<file path="config.mk">
export PLATFORM = sky130hd
export DESIGN_NAME = hdlc_like_frame_receiver_unit_flat
export DESIGN_NICKNAME = d
export VERILOG_FILES = /design/src/sv/hdlcrx_pkg.sv /design/src/sv/hdlcrx_if.sv /design/src/sv/hdlc_like_frame_receiver_unit.sv /design/src/flat_wrapper.sv
export VERILOG_INCLUDE_DIRS = /design/src /design/src/sv
export SDC_FILE = /design/constraint.sdc
export NUM_CORES = 1
export LEC_CHECK = 0
export BUFFER_PORTS_ARGS = -buffer_cell sky130_fd_sc_hd__buf_4
export CAP_MARGIN = 20
export CORE_ASPECT_RATIO = 0.9
export CORE_MARGIN = 2
export CORE_UTILIZATION = 50
export DETAILED_ROUTE_END_ITERATION = 8
export GPL_TIMING_DRIVEN = 0
export PLACE_DENSITY = 0.7
export SKIP_LAST_GASP = 1
export SLEW_MARGIN = 20
export SYNTH_ARGS = -nofsm -noshare
export SYNTH_HDL_FRONTEND = slang
export SYNTH_SLANG_ARGS = --single-unit
</file>
<file path="constraint.sdc">
create_clock -name clk_i -period 8.7 [get_ports clk_i]
set_clock_uncertainty 0.05 [all_clocks]
set_input_delay 0.435 -clock clk_i [delete_from_list [all_inputs] [get_ports clk_i]]
set_output_delay 0.435 -clock clk_i [all_outputs]
set_load 0.01 [all_outputs]
</file>
<file path="src/sv/hdlc_like_frame_receiver_unit_defines.svh">
// assertion macros for the frame receiver
`ifndef HDLC_LIKE_FRAME_RECEIVER_UNIT_DEFINES_SVH
`define HDLC_LIKE_FRAME_RECEIVER_UNIT_DEFINES_SVH

`ifndef NO_ASSERTIONS
// checked only while out of reset
`define HDLC_RX_ASSERT(lbl, clk, rst_n, prop, msg) \
  lbl: assert property (@(posedge clk) disable iff (!rst_n) prop) else $error(msg);
// checked at every edge, reset included
`define HDLC_RX_ASSERT_ALWAYS(lbl, clk, prop, msg) \
  lbl: assert property (@(posedge clk) prop) else $error(msg);
`else
`define HDLC_RX_ASSERT(lbl, clk, rst_n, prop, msg)
`define HDLC_RX_ASSERT_ALWAYS(lbl, clk, prop, msg)
`endif

`endif

</file>
<file path="src/sv/hdlcrx_pkg.sv">
// types and codes shared by the frame receiver files, and the rtl crc step
`default_nettype none

package hdlcrx_pkg;

  localparam logic [7:0]  FLAG_BYTE     = 8'h7e;
  localparam logic [7:0]  ESC_BYTE      = 8'h7d;
  localparam logic [7:0]  ESC_XOR       = 8'h20;
  localparam logic [15:0] CRC_POLY      = 16'h8408;
  localparam int unsigned TRAILER_BYTES = 2;

  localparam int unsigned CFG_IDX_W = 2;

  typedef enum logic [CFG_IDX_W-1:0] {
    CFG_CRC_SEED     = 2'd0,
    CFG_GOOD_RESIDUE = 2'd1
  } cfg_reg_e;

  localparam logic [15:0] CRC_SEED_RST     = 16'hffff;
  localparam logic [15:0] GOOD_RESIDUE_RST = 16'hf0b8;

  typedef enum logic [2:0] {
    ST_NONE    = 3'd0,
    ST_GOOD    = 3'd1,
    ST_CRC_ERR = 3'd2,
    ST_SHORT   = 3'd3,
    ST_ABORT   = 3'd4
  } status_e;

  typedef struct packed {
    logic        store_valid;
    logic [7:0]  store_byte;
    logic [5:0]  store_index;
    logic [2:0]  frame_status;
    logic [5:0]  payload_length;
    logic [15:0] crc_error_total;
  } res_t;

  // reflected crc-16, one byte, lsb first
  function automatic logic [15:0] crc16_byte(input logic [15:0] crc, input logic [7:0] b);
    logic [15:0] r;
    r = crc ^ {8'h00, b};
    for (int k = 0; k < 8; k++) begin
      r = r[0] ? ((r >> 1) ^ CRC_POLY) : (r >> 1);
    end
    return r;
  endfunction

endpackage

`default_nettype wire

</file>
<file path="src/sv/hdlcrx_if.sv">
// handshake interfaces for the byte, result and configuration channels
`default_nettype none

interface hdlcrx_byte_if;
  logic       valid;
  logic       ready;
  logic [7:0] rx_byte;

  modport source (output valid, output rx_byte, input ready);
  modport sink   (input valid, input rx_byte, output ready);
endinterface

interface hdlcrx_res_if;
  logic        valid;
  logic        ready;
  logic        store_valid;
  logic [7:0]  store_byte;
  logic [5:0]  store_index;
  logic [2:0]  frame_status;
  logic [5:0]  payload_length;
  logic [15:0] crc_error_total;

  modport source (output valid, output store_valid, output store_byte, output store_index,
                  output frame_status, output payload_length, output crc_error_total,
                  input ready);
  modport sink   (input valid, input store_valid, input store_byte, input store_index,
                  input frame_status, input payload_length, input crc_error_total,
                  output ready);
endinterface

interface hdlcrx_cfg_if;
  logic                            valid;
  logic                            ready;
  logic [hdlcrx_pkg::CFG_IDX_W-1:0] index;
  logic [15:0]                     data;

  modport source (output valid, output index, output data, input ready);
  modport sink   (input valid, input index, input data, output ready);
endinterface

`default_nettype wire

</file>
<file path="src/sv/hdlc_like_frame_receiver_unit.sv">
// top level of the async hdlc style frame receiver with crc-16 check
`default_nettype none
`include "hdlc_like_frame_receiver_unit_defines.svh"

// The receiver takes one raw line byte per word on rx_i and gives exactly one
// result word on res_o for each. 0x7e delimits frames, 0x7d escapes the next
// byte (xor 0x20); escape-escape or escape-flag aborts an open frame. Frame
// bytes, crc trailer included, come out with their index while the frame has
// fewer than BUFFER_BYTES stored; later bytes still enter the crc. A closing
// flag reports good (with payload length), crc error or too short. Timing: a
// byte is accepted while the skid word is empty and its result is registered,
// so throughput is one byte per cycle unless res_o stalls; the limit is the
// combinational byte crc update feeding the running crc register. A two-word
// output buffer lets the input keep flowing for one more word while a result
// waits. Nothing needs clearing after reset. Write cfg_i (index 0 crc seed, 1
// good residue) only while the block is idle; cfg_i is always ready.
module hdlc_like_frame_receiver_unit #(
  parameter int unsigned BUFFER_BYTES = 64
) (
  input  logic                 clk_i,
  input  logic                 rst_ni,
  hdlcrx_cfg_if.sink           cfg_i,
  hdlcrx_byte_if.sink          rx_i,
  hdlcrx_res_if.source         res_o
);

  // count must hold BUFFER_BYTES itself
  localparam int unsigned CNT_W = $clog2(BUFFER_BYTES + 1);
  // widened count so a six bit view always exists
  localparam int unsigned EXT_W = (CNT_W > 6) ? CNT_W : 6;

  // configuration registers
  logic [15:0] crc_seed_q;
  logic [15:0] good_residue_q;

  // frame state
  logic [7:0]       prev_byte_q;
  logic [CNT_W-1:0] frame_count_q, frame_count_d;
  logic [15:0]      crc_q, crc_d;
  logic [15:0]      crc_err_q, crc_err_d;

  // output buffer: out is presented, skid holds the overflow word
  hdlcrx_pkg::res_t res_d;
  hdlcrx_pkg::res_t out_q;
  hdlcrx_pkg::res_t skid_q;
  logic             out_valid_q;
  logic             skid_valid_q;

  logic rx_acc;
  logic res_take;

  assign cfg_i.ready = 1'b1;
  assign rx_i.ready  = !skid_valid_q;
  assign rx_acc      = rx_i.valid && rx_i.ready;
  assign res_take    = out_valid_q && res_o.ready;

  // configuration writes; unknown indexes are ignored
  always_ff @(posedge clk_i or negedge rst_ni) begin
    if (!rst_ni) begin
      crc_seed_q     <= hdlcrx_pkg::CRC_SEED_RST;
      good_residue_q <= hdlcrx_pkg::GOOD_RESIDUE_RST;
    end else if (cfg_i.valid) begin
      case (cfg_i.index)
        hdlcrx_pkg::CFG_CRC_SEED:     crc_seed_q     <= cfg_i.data;
        hdlcrx_pkg::CFG_GOOD_RESIDUE: good_residue_q <= cfg_i.data;
        default: ;
      endcase
    end
  end

  // per byte deframing decision
  logic [7:0]       rx_c;
  logic [7:0]       data_c;
  logic             open_c;
  logic [15:0]      crc_base;
  logic [EXT_W-1:0] cnt_ext;
  logic [EXT_W-1:0] plen_ext;

  always_comb begin
    rx_c     = rx_i.rx_byte;
    open_c   = (frame_count_q != '0);
    cnt_ext  = EXT_W'(frame_count_q);
    plen_ext = cnt_ext - EXT_W'(hdlcrx_pkg::TRAILER_BYTES);
    // unescape when the previous raw byte was an escape
    data_c   = (prev_byte_q == hdlcrx_pkg::ESC_BYTE) ? (rx_c ^ hdlcrx_pkg::ESC_XOR) : rx_c;
    // first byte of a frame starts from the seed
    crc_base = open_c ? crc_q : crc_seed_q;

    frame_count_d = frame_count_q;
    crc_d         = crc_q;
    crc_err_d     = crc_err_q;

    res_d                = '0;
    res_d.frame_status   = hdlcrx_pkg::ST_NONE;

    if (rx_c == hdlcrx_pkg::ESC_BYTE) begin
      // escape escape kills an open frame
      if (prev_byte_q == hdlcrx_pkg::ESC_BYTE && open_c) begin
        res_d.frame_status = hdlcrx_pkg::ST_ABORT;
        frame_count_d      = '0;
      end
    end else if (rx_c == hdlcrx_pkg::FLAG_BYTE) begin
      if (open_c) begin
        if (prev_byte_q == hdlcrx_pkg::ESC_BYTE) begin
          res_d.frame_status = hdlcrx_pkg::ST_ABORT;
        end else if (frame_count_q > CNT_W'(hdlcrx_pkg::TRAILER_BYTES)) begin
          if (crc_q == good_residue_q) begin
            res_d.frame_status   = hdlcrx_pkg::ST_GOOD;
            res_d.payload_length = plen_ext[5:0];
          end else begin
            res_d.frame_status = hdlcrx_pkg::ST_CRC_ERR;
            crc_err_d          = crc_err_q + 16'd1;
          end
        end else begin
          res_d.frame_status = hdlcrx_pkg::ST_SHORT;
        end
      end
      frame_count_d = '0;
    end else if (open_c || prev_byte_q == hdlcrx_pkg::FLAG_BYTE) begin
      // frame byte: store while there is room, always fold into the crc
      if (frame_count_q < CNT_W'(BUFFER_BYTES)) begin
        res_d.store_valid = 1'b1;
        res_d.store_byte  = data_c;
        res_d.store_index = cnt_ext[5:0];
        frame_count_d     = frame_count_q + CNT_W'(1);
      end
      crc_d = hdlcrx_pkg::crc16_byte(crc_base, data_c);
    end

    res_d.crc_error_total = crc_err_d;
  end

  // frame state advances on each accepted word
  always_ff @(posedge clk_i or negedge rst_ni) begin
    if (!rst_ni) begin
      prev_byte_q   <= '0;
      frame_count_q <= '0;
      crc_q         <= '0;
      crc_err_q     <= '0;
    end else if (rx_acc) begin
      prev_byte_q   <= rx_i.rx_byte;
      frame_count_q <= frame_count_d;
      crc_q         <= crc_d;
      crc_err_q     <= crc_err_d;
    end
  end

  // output buffer valid bits
  always_ff @(posedge clk_i or negedge rst_ni) begin
    if (!rst_ni) begin
      out_valid_q  <= 1'b0;
      skid_valid_q <= 1'b0;
    end else if (!out_valid_q || res_take) begin
      if (skid_valid_q) begin
        out_valid_q  <= 1'b1;
        skid_valid_q <= rx_acc;
      end else begin
        out_valid_q  <= rx_acc;
      end
    end else if (rx_acc) begin
      skid_valid_q <= 1'b1;
    end
  end

  // output buffer payload, no reset needed
  always_ff @(posedge clk_i) begin
    if (!out_valid_q || res_take) begin
      if (skid_valid_q) begin
        out_q <= skid_q;
        if (rx_acc) begin
          skid_q <= res_d;
        end
      end else if (rx_acc) begin
        out_q <= res_d;
      end
    end else if (rx_acc) begin
      skid_q <= res_d;
    end
  end

  assign res_o.valid           = out_valid_q;
  assign res_o.store_valid     = out_q.store_valid;
  assign res_o.store_byte      = out_q.store_byte;
  assign res_o.store_index     = out_q.store_index;
  assign res_o.frame_status    = out_q.frame_status;
  assign res_o.payload_length  = out_q.payload_length;
  assign res_o.crc_error_total = out_q.crc_error_total;

  // the skid word never exists without a presented word
  `HDLC_RX_ASSERT_ALWAYS(a_skid_needs_out, clk_i, skid_valid_q |-> out_valid_q, "skid valid while output empty")
  // stored count stays within the buffer
  `HDLC_RX_ASSERT(a_count_bound, clk_i, rst_ni, frame_count_q <= CNT_W'(BUFFER_BYTES), "frame count beyond buffer")
  // error counter moves only with a crc error word
  `HDLC_RX_ASSERT(a_err_only_on_crc, clk_i, rst_ni, (!rx_acc || res_d.frame_status != hdlcrx_pkg::ST_CRC_ERR) |=> $stable(crc_err_q), "crc error count changed without a crc error")
  // a stored byte never comes with a frame verdict
  `HDLC_RX_ASSERT(a_store_no_status, clk_i, rst_ni, (out_valid_q && out_q.store_valid) |-> (out_q.frame_status == hdlcrx_pkg::ST_NONE), "stored byte carries a frame status")

endmodule

`default_nettype wire

</file>
<file path="src/flat_wrapper.sv">
// flat-port wrapper written by rule: the top's interface ports become plain ports
module hdlc_like_frame_receiver_unit_flat 
#(
  parameter int unsigned BUFFER_BYTES = 64
)
  (clk_i, rst_ni, cfg_i_valid, cfg_i_index, cfg_i_data, cfg_i_ready, rx_i_valid, rx_i_rx_byte, rx_i_ready, res_o_valid, res_o_store_valid, res_o_store_byte, res_o_store_index, res_o_frame_status, res_o_payload_length, res_o_crc_error_total, res_o_ready);
  hdlcrx_cfg_if cfg_i_i ();
  hdlcrx_byte_if rx_i_i ();
  hdlcrx_res_if res_o_i ();
  input  logic clk_i;
  input  logic rst_ni;
  input wire logic [$bits(cfg_i_i.valid)-1:0] cfg_i_valid;
  input wire logic [$bits(cfg_i_i.index)-1:0] cfg_i_index;
  input wire logic [$bits(cfg_i_i.data)-1:0] cfg_i_data;
  output wire logic [$bits(cfg_i_i.ready)-1:0] cfg_i_ready;
  input wire logic [$bits(rx_i_i.valid)-1:0] rx_i_valid;
  input wire logic [$bits(rx_i_i.rx_byte)-1:0] rx_i_rx_byte;
  output wire logic [$bits(rx_i_i.ready)-1:0] rx_i_ready;
  output wire logic [$bits(res_o_i.valid)-1:0] res_o_valid;
  output wire logic [$bits(res_o_i.store_valid)-1:0] res_o_store_valid;
  output wire logic [$bits(res_o_i.store_byte)-1:0] res_o_store_byte;
  output wire logic [$bits(res_o_i.store_index)-1:0] res_o_store_index;
  output wire logic [$bits(res_o_i.frame_status)-1:0] res_o_frame_status;
  output wire logic [$bits(res_o_i.payload_length)-1:0] res_o_payload_length;
  output wire logic [$bits(res_o_i.crc_error_total)-1:0] res_o_crc_error_total;
  input wire logic [$bits(res_o_i.ready)-1:0] res_o_ready;
  assign cfg_i_i.valid = cfg_i_valid;
  assign cfg_i_i.index = cfg_i_index;
  assign cfg_i_i.data = cfg_i_data;
  assign cfg_i_ready = cfg_i_i.ready;
  assign rx_i_i.valid = rx_i_valid;
  assign rx_i_i.rx_byte = rx_i_rx_byte;
  assign rx_i_ready = rx_i_i.ready;
  assign res_o_valid = res_o_i.valid;
  assign res_o_store_valid = res_o_i.store_valid;
  assign res_o_store_byte = res_o_i.store_byte;
  assign res_o_store_index = res_o_i.store_index;
  assign res_o_frame_status = res_o_i.frame_status;
  assign res_o_payload_length = res_o_i.payload_length;
  assign res_o_crc_error_total = res_o_i.crc_error_total;
  assign res_o_i.ready = res_o_ready;
  hdlc_like_frame_receiver_unit #(.BUFFER_BYTES(BUFFER_BYTES)) u_core (.clk_i(clk_i), .rst_ni(rst_ni), .cfg_i(cfg_i_i), .rx_i(rx_i_i), .res_o(res_o_i));
endmodule
</file>
==> metrics <==
Seq/Total Area, Yosys 0.586; RSZ-0062 raised after global routing false; largest family of logic cells by synthesized area simple AND/OR/NAND/NOR gates; crit path time final 3070 ps; Post-DP HPWL 11000 um; die area 0.0162 mm^2; worst setup margin 5630 ps; Post-Synthesis Cell Area 0.00760 mm^2; via count 4794; FF+latch count, synth 161; Max Clk Rate 0.325 GHz; Synth Area in Compound Gates 0.0410; Post-synth EDFFs 80; initial antenna violation count 0; Max Slew Vio Count 0; Initial Util 0.515; Reg clk slew, reported paths 60 ps; fin cells 893; status complete, no violations; Post-Synth XOR/XNOR Area 0.106; hold_ws 7.00 ps; Crit Path Class register to register; maximum vdd drop 0.161 mV; pwr dens 289 mW/mm^2; hold buffers post-CTS 0; max_slew headroom 0.319; period utilisation layout 0.353; share of cells above drive strength 1 0.311; I/O pin total 74; post-CTS resize count 0; FF-to-FF path depth 8; post-synthesis adder-cell area fraction 0.00987; Die Y-Extent 121 um; number of global-route vias before repair 4922; GP Congestion 0.876; startpoint types register; GR Util All Layers 0.204; CTS tree built; worst r2r src u_core.cnt_ext[1]; CTS sink cnt 161; Clock Latency Late Sink 430 ps; Port Buffers 72; vias per cell 5.37; Worst R2R End u_core.res_o.crc_error_total[15]; DRT antenna net count 0; first-pass GRT wire length 25000 um; std cell rows 42; reg2reg setup slack 5630 ps; Setup Slack @ Placement 5640 ps; count of unique library cells instantiated by Yosys 54; Post-Syn Area per Cell 12.9 um^2; CP max stage delay 640 ps; cts bufs inserted 17; ys async rst share 0.503; Layout area overhead 19.7%; Worst Path Required 8830 ps; clk buf depth 2; WL/cell 17.2 um; CP endpoint kind register; Lkg Pwr 3.78 nW; core area 0.0148 mm^2; routed wire length 15400 um; peak fanout along the critical path 8; fin nets 719; Setup violations, final 0; syn nets 626; largest net degree at the start of global routing 82; Post-route DRC 0; worst min path class input port to asynchronous set/reset pin; crit path launch u_core.cnt_ext[1]; mux share of post-synthesis cell area 0.113; Fill cells 1144; Cells after Synth 589; setup bufs post-CTS 0; # H-tree levels 4; crit-path cells inv_1 > ha_1 > nor2b_1 > a21oi_1 > nand4_1 > nor4_2 > nand2_1 > a221o_1; drt initial violations 285; YS warnings 0; maxcap violations 0; # diodes 0; Main synth FF type edfxtp_1; Worst-Margin Slew 1010 ps; Placed Instances 861; Die X-Extent 134 um; TritonRoute pass-1 iters 4; Hold Vio Cnt, Final 0; Worst Path Arrival 3200 ps; Post-Synth Simple-Gate Area 0.125; CTS root buf clkbuf_16; Final TNS setup 0 ps; slowest library cell on the worst path nor4_2; total grt overflow 0
==> critical path, delay by kind of cell (launching register included) <==
kind / cells / cell delay (ps)
buffers and inverters: 1 / 150
AND/OR/NAND/NOR: 4 / 1370
AO/OA/AOI/OAI: 2 / 550
flip-flops: 1 / 480
adder cells (fa/ha/maj): 1 / 230
==> logic make-up (layout without fill, tap and decap cells) <==
logic type | after synthesis | count (layout)
AO/OA/AOI/OAI | 50 | 50
buffers and inverters | 31 | 137
AND/OR/NAND/NOR | 188 | 188
other | 1 | 1
XOR/XNOR | 77 | 77
multiplexers | 75 | 75
flip-flops | 161 | 161
adder cells (fa/ha/maj) | 6 | 6
==> metrics by stage <==
step,utilization,area (um^2),power (mW)
2_1_floorplan,-,7600,1.63
3_3_place_gp,0.568,8390,1.82
3_5_place_dp,0.572,8450,1.85
4_1_cts,0.616,9090,2.65
5_1_grt,0.616,9100,2.76
6_report,0.616,9100,2.63
==> power breakdown <==
group / internal [mW] / switching, mW
sequential: 0.955 / 0.0908
combinational: 0.407 / 0.380
clock: 0.492 / 0.305
total: 1.85 / 0.775
==> how the worst max path moves through the flow <==
stage | endpoint | cells after the start
final | u_core.res_o.crc_error_total[15] | 8
after global routing | u_core.crc_q[4] | 10
after CTS | u_core.res_o.crc_error_total[15] | 8
after detailed placement | u_core.res_o.crc_error_total[15] | 8
after global placement | u_core.skid_q[26] | 5
after floorplan | u_core.skid_q[0] | 5
==> Yosys cell counts, drive strengths merged (2+ instances only) <==
library cell  count  area share
mux2i            12       0.020
nor3b             4      0.0039
nor2b             8      0.0066
nor4              6      0.0086
nand4             7      0.0058
edfxtp           80        0.32
dfrtp            57        0.19
buf               9      0.0072
o21ai            24       0.016
inv               6      0.0030
a21oi             4      0.0026
xnor2            37       0.043
nand2            71       0.036
xnor3             7       0.021
nor2             22       0.011
and3              4      0.0033
ha                6      0.0099
dfstp            24       0.083
mux2             63       0.093
xor2             32       0.040
o21a              2      0.0020
or4               2      0.0020
nand2b            6      0.0049
clkbuf           16      0.0079
and2             12      0.0099
o31ai            13       0.013
nand3            17       0.011
or3               5      0.0041
nor3             19       0.013
==> metal layers <==
metal  vias to the layer above  GRT usage  part of all wire
li1                       2288          -                 -
met1                      2368      0.256              0.44
met2                       115      0.342              0.49
met3                        23     0.0501             0.044
met4                         0     0.0805             0.021
met5                         -          0                 0
==> layout by cell type, fill, tap and decap left out, drive strengths merged, types with 6 or more instances in the layout <==
master,instances
dfstp,24
mux2i,12
xor2,32
nor2,22
o21ai,24
nand2b,6
inv,10
nor2b,8
o31ai,13
buf,83
nand3,17
nand2,71
edfxtp,80
mux2,63
nand4,7
and2,12
clkbuf,34
xnor2,37
dfrtp,57
nor4,6
ha,6
nor3,19
xnor3,7
==> area by class of cell <==
class | count | area (um^2) | share of cell area
clock inverters | 14 | 203 | 0.0223
flip-flops and latches | 161 | 4460 | 0.490
plain buffers | 25 | 115 | 0.0127
inverters | 6 | 22.5 | 0.00248
repair buffers | 74 | 592 | 0.0650
clock buffers | 18 | 439 | 0.0483
well taps | 198 | 248 | 0.0272
multi-input cells | 397 | 3020 | 0.332
==> registers in the layout (all words and copies together), names as in the netlist, 6 cells and up <==
signal and count:
u_core.skid_q 40, u_core.crc_err_q 16, u_core.crc_q 16, u_core.crc_seed_q 16, u_core.good_residue_q 16, u_core.res_o.crc_error_total 16, u_core.prev_byte_q 8, u_core.res_o.store_byte 8
u_core.cnt_ext 7, u_core.res_o.payload_length 6, u_core.res_o.store_index 6
Note: power is estimated with default switching activity, not from simulation.
